File: src/rtl/core/interval_aliasing_resource_pool_defines.svh
// Assertion macros shared by the resource pool RTL
`ifndef INTERVAL_ALIASING_RESOURCE_POOL_DEFINES_SVH
`define INTERVAL_ALIASING_RESOURCE_POOL_DEFINES_SVH

// same-cycle implication, held off during reset
`define IARP_ASSERT_NOW(label, ante, cons, msg) \
	label: assert property (@(posedge clk) disable iff (!arst_n) (ante) |-> (cons)) \
		else $error(msg);

// next-cycle implication, held off during reset
`define IARP_ASSERT_NEXT(label, ante, cons, msg) \
	label: assert property (@(posedge clk) disable iff (!arst_n) (ante) |=> (cons)) \
		else $error(msg);

`endif

File: src/rtl/core/iarp_ram.sv
// Generic single-write, single-read RAM with registered read
module iarp_ram #(
	parameter int W = 8,
	parameter int D = 16
) (
	input  logic                         clk,
	input  logic                         we,
	input  logic [(D > 1 ? $clog2(D) : 1)-1:0] waddr,
	input  logic [W-1:0]                 wdata,
	input  logic [(D > 1 ? $clog2(D) : 1)-1:0] raddr,
	output logic [W-1:0]                 rdata
);

	logic [W-1:0] mem_q [D];

	always_ff @(posedge clk) begin
		if (we) begin
			mem_q[waddr] <= wdata;
		end
		rdata <= mem_q[raddr];
	end

endmodule

File: config.mk
export PLATFORM = sky130hd
export DESIGN_NAME = iarp_ram
export DESIGN_NICKNAME = d
export VERILOG_FILES = /design/src/rtl/core/interval_aliasing_resource_pool_defines.svh /design/src/rtl/core/iarp_ram.sv
export SDC_FILE = /design/constraint.sdc
export NUM_CORES = 1
export LEC_CHECK = 0
export BUFFER_PORTS_ARGS = -buffer_cell sky130_fd_sc_hd__buf_2
export CORE_MARGIN = 2
export CORE_UTILIZATION = 43
export CTS_CLUSTER_DIAMETER = 100
export DETAILED_ROUTE_END_ITERATION = 7
export GPL_TIMING_DRIVEN = 0
export PLACE_DENSITY_LB_ADDON = 0.3
export SLEW_MARGIN = 5
export SYNTH_ARGS = -nofsm -noshare
export SYNTH_HDL_FRONTEND = slang
export SYNTH_SLANG_ARGS = --single-unit
File: constraint.sdc
create_clock -name clk -period 2.35 [get_ports clk]
set_input_delay 0.3525 -clock clk [delete_from_list [all_inputs] [get_ports clk]]
set_output_delay 0.3525 -clock clk [all_outputs]
set_load 0.1 [all_outputs]
==> impl_metrics.env <==
export IMPL_status="finished clean"
export IMPL_htreeDepth=4
export IMPL_cts_tree="yes"
export IMPL_worstSkewPairLatency_ps=410
export IMPL_yosys_cell_types_count=19
export IMPL_cts_clk_slew_worst_paths_ps=60
export IMPL_final_common_cell="edfxtp_1"
export IMPL_worst_setup_path_start_kind="input pin"
export IMPL_required_ps=2370
export IMPL_yosys_warnings=0
export IMPL_post_route_util_pct=51.9
export IMPL_fin_skew_ps=13.6
export IMPL_syn_nets=247
export IMPL_clock_root_buffer="clkbuf_16"
export IMPL_die_w_um=113
export IMPL_viasPerCell=5.54
export IMPL_seq_area_frac_synth_pct=77.8
export IMPL_cts_resized=0
export IMPL_cts_hold_buf=0
export IMPL_antenna_found_initial=0
export IMPL_syn_area_um2=5150
export IMPL_detail_route_first_pass_iterations=4
export IMPL_rows=39
export IMPL_cts_setup_buffers=0
export IMPL_min_period_ps=1650
export IMPL_hold_class="in -> reg"
export IMPL_coreArea_um2=11600
export IMPL_swShare_pct=22.9
export IMPL_grt_max_degree=17
export IMPL_layout_common_cells="128 x edfxtp_1, 27 x buf_2, 18 x mux4_2"
export IMPL_worstSetupPathType="in -> reg"
export IMPL_antenna_cells=0
export IMPL_power_frac_seq_pct=49.2
export IMPL_wire_per_inst_um=22.9
export IMPL_hold_viol_final=0
export IMPL_grt_pass1_vias=2392
export IMPL_ios=26
export IMPL_grtUsageTotal_pct=16.4
export IMPL_p_clk_share_pct=44.0
export IMPL_end_kind="flop"
export IMPL_die_area_um2=12900
export IMPL_cts_buffer_depth=2
export IMPL_timing_final_crit_share_pct=70.4
export IMPL_startpoint="waddr[2]"
export IMPL_io_buffers=24
export IMPL_drc=0
export IMPL_cap_violations=0
export IMPL_max_stage_delay_ps=980
export IMPL_critPathArrivalTime_ps=1680
export IMPL_setup_viol=0
export IMPL_slowest_stage="nor3_1"
export IMPL_path_max_fanout=8
export IMPL_drive_above_1_share_pct=29.5
export IMPL_cts_made_buffers=17
export IMPL_dpl_hpwl_mm=6.10
export IMPL_vias=2369
export IMPL_die_y_um=113
export IMPL_cp_depth=3
export IMPL_ant_nets=0
export IMPL_ir_drop_uv=392
export IMPL_finalPower_uw=5540
export IMPL_syn_avg_cell_area_um2=22.5
export IMPL_reg2reg_depth=3
export IMPL_max_freq_mhz=605
export IMPL_layout_nets=290
export IMPL_power_internal_uw=4270
export IMPL_path_buf_inv=1
export IMPL_areaGrowthSynthToFinish_pct=16.7
export IMPL_cp_endpoint="mem_q[8][3]"
export IMPL_critPathTopFamily="simple AND/OR/NAND/NOR gates"
export IMPL_r2r_start="mem_q[10][4]"
export IMPL_drv_slew=0
export IMPL_pwr_share_comb_pct=6.8
export IMPL_rsz0062_at_grt="false"
export IMPL_overflow=0
export IMPL_wl_mm=9.81
export IMPL_tightest_slew_ps=1250
export IMPL_powerDensity_nw_per_um2=922
export IMPL_grt_pass1_wl_mm=14.5
export IMPL_postSynthCellCount=229
export IMPL_r2r_end="rdata[4]"
export IMPL_hold_ws_ps=339
export IMPL_p_sw_uw=1270
export IMPL_finalWeightedCongestion=0.683
export IMPL_max_slew_margin_pct=15.8
export IMPL_cts_sinks=136
export IMPL_critical_path_cell_chain="buf_2 > nand3b_1 > nor3_1"
export IMPL_initial_core_util_pct=44.5
export IMPL_regToRegSetupSlack_ps=910
export IMPL_p_leak_uw=0.00199
export IMPL_drt_iter0_drc=206
export IMPL_ys_ff_latch=136
-- cells by family after synthesis --
family	synth area share [%]
buf+inv	1.68
simple gates	3.18
mux	15.0
flops	77.8
compound gates	2.33
-- sequential cells by signal, indices dropped and copies added, names as in the netlist --
signal and count:
mem_q 128, rdata 8
-- metrics by stage --
stage | setup TNS, ps | instances | setup slack, ps | cell area, um^2
4_1_cts | 0 | 428 | 391 | 6000
5_1_grt | 0 | 428 | 547 | 6000
6_report | 0 | 428 | 697 | 6000
3_3_place_gp | -617 | 396 | -77.4 | 5450
2_1_floorplan | 0 | 229 | 505 | 5150
3_5_place_dp | -375 | 396 | -47.2 | 5450
-- per-layer routing --
| metal | up-vias | global-route usage [%] | wire (um) |
|---|---|---|---|
| met5 | - | 0 | 0 |
| met3 | 15 | 3.93 | 412 |
| met4 | 0 | 7.72 | 230 |
| met2 | 68 | 25.1 | 4780 |
| met1 | 1223 | 22.4 | 4390 |
| li1 | 1063 | - | - |
-- cells in the mapped netlist --
cell             instances  area share [%]
nand2_1                  9            0.66
nor2_1                  13            0.95
and2b_1                  1            0.15
nand3_1                  1           0.097
nand3b_1                 2            0.29
clkdlybuf4s25_2          3            0.58
and2_1                   1            0.12
a22oi_1                 16             2.3
edfxtp_1               128              75
nand2b_1                 2            0.24
buf_4                    1            0.15
nor3_1                   4            0.39
mux4_2                  18             7.9
buf_6                    3            0.66
mux4_1                  14             7.1
or3b_2                   1            0.17
buf_2                    3            0.29
nor2b_1                  1            0.12
dfxtp_1                  8             3.1
-- worst min-delay path by stage --
stage	startpoint	end	slack, ps	cells past startpoint
final	wdata[6]	mem_q[3][6]	340	1
after global routing	wdata[6]	mem_q[5][6]	340	1
after CTS	wdata[6]	mem_q[5][6]	330	1
after detailed placement	mem_q[8][2]	rdata[2]	670	3
after global placement	mem_q[11][2]	rdata[2]	660	3
after floorplan	wdata[0]	mem_q[0][0]	450	0
-- cell type report --
type,count,area [um^2]
fillers,902,5560
flip-flops and latches,136,4000
multi-input cells,83,1060
clock buffers,17,425
well taps,143,179
clock inverters,15,128
repair buffers,24,120
plain buffers,10,86.3
-- power by group through the flow --
stage / logic (uW) / clock network (uW) / registers (uW)
after floorplan: 138 / 0 / 2890
after CTS: 378 / 2470 / 2720
after global routing: 395 / 2580 / 2730
after global placement: 371 / 0 / 2770
final: 375 / 2440 / 2720
after detailed placement: 377 / 0 / 2770
No activity file was read; power rests on OpenSTA's default activity.
