File: config.mk
export PLATFORM = sky130hd
export DESIGN_NAME = iarp_cmp
export DESIGN_NICKNAME = d
export VERILOG_FILES = /design/src/rtl/core/interval_aliasing_resource_pool_defines.svh /design/src/rtl/core/iarp_pkg.sv /design/src/rtl/core/iarp_cmp.sv
export SDC_FILE = /design/constraint.sdc
export NUM_CORES = 1
export LEC_CHECK = 0
export ABC_AREA = 1
export BUFFER_PORTS_ARGS = -buffer_cell sky130_fd_sc_hd__buf_4
export CORE_MARGIN = 10
export CORE_UTILIZATION = 44
export DETAILED_ROUTE_END_ITERATION = 8
export PLACE_DENSITY_LB_ADDON = 0.15
export SKIP_LAST_GASP = 1
export SLEW_MARGIN = 5
export SYNTH_ARGS = -nofsm -noshare
export SYNTH_HDL_FRONTEND = slang
export SYNTH_SLANG_ARGS = --single-unit
File: constraint.sdc
create_clock -name vclk -period 3.8
set_input_delay 0.38 -clock vclk [all_inputs]
set_output_delay 0.38 -clock vclk [all_outputs]
set_load 0.01 [all_outputs]
File: src/rtl/core/interval_aliasing_resource_pool_defines.svh
// Assertion macros shared by the resource pool RTL
`ifndef INTERVAL_ALIASING_RESOURCE_POOL_DEFINES_SVH
`define INTERVAL_ALIASING_RESOURCE_POOL_DEFINES_SVH

// same-cycle implication, held off during reset
`define IARP_ASSERT_NOW(label, ante, cons, msg) \
	label: assert property (@(posedge clk) disable iff (!arst_n) (ante) |-> (cons)) \
		else $error(msg);

// next-cycle implication, held off during reset
`define IARP_ASSERT_NEXT(label, ante, cons, msg) \
	label: assert property (@(posedge clk) disable iff (!arst_n) (ante) |=> (cons)) \
		else $error(msg);

`endif

File: src/rtl/core/iarp_pkg.sv
// Shared types and codes of the resource pool
package iarp_pkg;

	localparam int KEY_W = 48;
	localparam int IV_W  = 32;

	localparam logic [1:0] FN_ACQ_TEX = 2'd0;
	localparam logic [1:0] FN_ACQ_BUF = 2'd1;
	localparam logic [1:0] FN_BEGIN   = 2'd2;

	localparam logic [1:0] ST_REUSED = 2'd0;
	localparam logic [1:0] ST_NEW    = 2'd1;
	localparam logic [1:0] ST_FULL   = 2'd2;
	localparam logic [1:0] ST_BEGUN  = 2'd3;

	typedef enum logic [1:0] {
		CMP_KEY,
		CMP_IV,
		CMP_AGE
	} cmp_op_t;

	typedef struct packed {
		cmp_op_t           op;
		logic [KEY_W-1:0]  req_key;
		logic [KEY_W-1:0]  ent_key;
		logic [15:0]       span_first;
		logic [15:0]       span_last;
		logic [15:0]       iv_first;
		logic [15:0]       iv_last;
		logic [31:0]       frame;
		logic [31:0]       last_frame;
		logic [7:0]        age;
	} cmp_req_t;

endpackage

File: src/rtl/core/iarp_cmp.sv
// Shared compare unit: key match, span overlap, age survival
module iarp_cmp (
	input  iarp_pkg::cmp_req_t req,
	output logic               hit
);

	logic [32:0] limit;

	assign limit = {1'b0, req.last_frame} + {25'd0, req.age};

	always_comb begin
		unique case (req.op)
			iarp_pkg::CMP_KEY: hit = (req.req_key == req.ent_key);
			iarp_pkg::CMP_IV:  hit = (req.span_first <= req.iv_last) &&
			                         (req.iv_first <= req.span_last);
			iarp_pkg::CMP_AGE: hit = ({1'b0, req.frame} <= limit);
			default:           hit = 1'b0;
		endcase
	end

endmodule

==> flow_summary.json <==
{
  "status": "finished, final reports clean",
  "worstSetupStartpointType": "input port",
  "rows": 31,
  "rsz0062_at_grt": "yes",
  "groute.usage.overall_pct": 22.4,
  "synth_area_per_cell_um2": 6.06,
  "grt_remaining_overflow": 0,
  "syn_nets": 844,
  "hpwl_mm": 13.1,
  "hold_viol_final": 0,
  "timing.final.crit_share_pct": 97.7,
  "hold_class": "in -> out",
  "slowest_delay_ps": 370,
  "seq_cells": 0,
  "drcViolationCount": 0,
  "synth_top_area_share_pct": 27.7,
  "firstDrtPassIters": 4,
  "worst_slew_pin_slew_ps": 672,
  "crit_slowest_cell": "fa_2",
  "relSlewSlack_pct": 54.8,
  "setup_viol": 0,
  "crit_path_frequent_cell": "nand2_1",
  "maxSlewViolCount": 0,
  "die_x_um": 106,
  "gp_congestion": 0.935,
  "p_leak_nw": 3.05,
  "seq_area_um2": 0,
  "drtAntennaViolNets": 0,
  "criticalPathCategory": "in -> out",
  "wl_met2_mm": 7.75,
  "nNetsFinal": 1093,
  "pre_cts_slack_ps": -67.5,
  "layout_setup_ws_ps": 86.4,
  "yosysTopAreaCell": "ha_1",
  "path_cells": "buf_4 > ha_4 > inv_2 > fa_2 > o21ai_2 > a21boi_2 > o21ai_4 > nand3_4 > nor2_4 > nand4_1 > xor2_1 > ha_1 > buf_4 > nand2_1 > nor2_1 > a211oi_1 > nand2_1 > nand2_1 > nand2_1 > nand2_1 > nand2_1 > nand3_2 > buf_6",
  "wirelength_mm": 14.0,
  "grt_max_degree": 7,
  "power_density_nw_per_um2": 108,
  "io_pins": 235,
  "coreArea_um2": 7210,
  "initial_core_util_pct": 45.1,
  "worstPathRequired_ps": 3420,
  "n_antenna_cell": 0,
  "fill_cells": 627,
  "first_global_vias": 4656,
  "synth_cells": 537,
  "seq_area_frac_synth_pct": 0,
  "yosysWarnings": 0,
  "num_vias": 4416,
  "crit_fanout": 3,
  "n_clock_buffer": 0,
  "max_freq_mhz": 269,
  "port_buffers": 235,
  "max-vdd-ir-drop_mv": 0.0568,
  "wl_met1_mm": 4.88,
  "fin_util_pct": 73.3,
  "drive_gt1_share_pct": 34.7,
  "post-route-min-period_ps": 3710,
  "top_layer": "met4",
  "wl_per_cell_um": 15.8,
  "first_iter_violations": 109,
  "syn-cell-area_um2": 3250,
  "antenna_found_initial": 0,
  "syn_to_final_growth_pct": 62.6,
  "arrival_ps": 3330,
  "grt_pass1_wl_mm": 21.2,
  "crit_path_end_kind": "output port",
  "path_delay_family": "simple AND/OR/NAND/NOR gates",
  "dieArea_um2": 11200,
  "path_buf_inv": 4,
  "yosysUniqueCellTypes": 37,
  "viasPerCell": 5.00,
  "synthTopCellsByArea": "ha_1, inv_1, nand2_1",
  "dr_wl_met3_mm": 1.16,
  "max-cap-violations": 0,
  "fp.dieH_um": 106
}
-- logic make-up after synthesis --
group                    count (synthesis)  share of synthesized area [%]
buffers and inverters                  117                           13.5
adder cells (fa/ha/maj)                 73                           28.3
AO/OA/AOI/OAI                           81                           15.8
AND/OR/NAND/NOR                        225                           31.3
XOR/XNOR                                41                           11.0
-- through the flow --
stage	cell area (um^2)	instances	TNS, ps	power, mW	hold WS, ps
2_1_floorplan	3250	537	0	0.271	935
3_3_place_gp	5190	877	0	0.535	1250
3_5_place_dp	5190	877	-67.5	0.551	1240
4_1_cts	5200	878	0	0.558	1250
5_1_grt	5290	883	-160	0.643	1230
6_report	5290	883	0	0.572	1200
-- report_power, final --
group / internal (mW) / switching, mW / total [mW]
registers: 0 / 0 / 0
clock network: 0 / 0 / 0
logic: 0.314 / 0.258 / 0.572
-- cells in the mapped netlist (4+ instances only) --
cell and n:
o21ai_0 12, nand2_1 113, nand4_1 12, inv_1 116
a22o_1 4, xnor2_1 9, nand3_1 22, nor4_1 7
o22ai_1 13, xor2_1 32, a21oi_1 32, ha_1 72
nor3_1 14, nor2_1 41
-- path summary, 6_finish.rpt --
| check | to | from | cells past startpoint | slack [ps] |
|---|---|---|---|---|
| setup / recovery | hit | req[0] | 23 | 90 |
| hold / removal | hit | req[232] | 5 | 1200 |
-- per-layer routing --
layer / vias to the layer above / GRT usage, %
li1: 2271 / -
met1: 1981 / 20.1
met2: 152 / 47.6
met3: 12 / 7.43
met4: 0 / 2.13
met5: - / 0
-- cell type report --
cell class	instances	area [um^2]	area share [%]
inverters	117	439	8.30
well taps	99	124	2.34
multi-input cells	420	2870	54.2
repair buffers	247	1860	35.1
-- placed cells by master, fill, tap and decap left out, types with 4 or more instances in the layout --
cell / n
nor2_1: 39
nand2_1: 112
ha_1: 71
buf_4: 246
xor2_1: 32
o22ai_1: 13
nand4_1: 12
xnor2_1: 8
nor4_1: 6
o21ai_0: 11
nand3_1: 21
a22o_1: 4
nor3_1: 14
a21oi_1: 32
inv_1: 115
-- repair_timing --
| action | CTS | global route |
|---|---|---|
| setup endpoints to repair | 1 | 1 |
| pin swaps | 3 | 13 |
| buffers inserted | 1 | 5 |
| gates resized for setup | 3 | 11 |
| hold buffers | 0 | 0 |
Power figures use the tool's default switching activity.
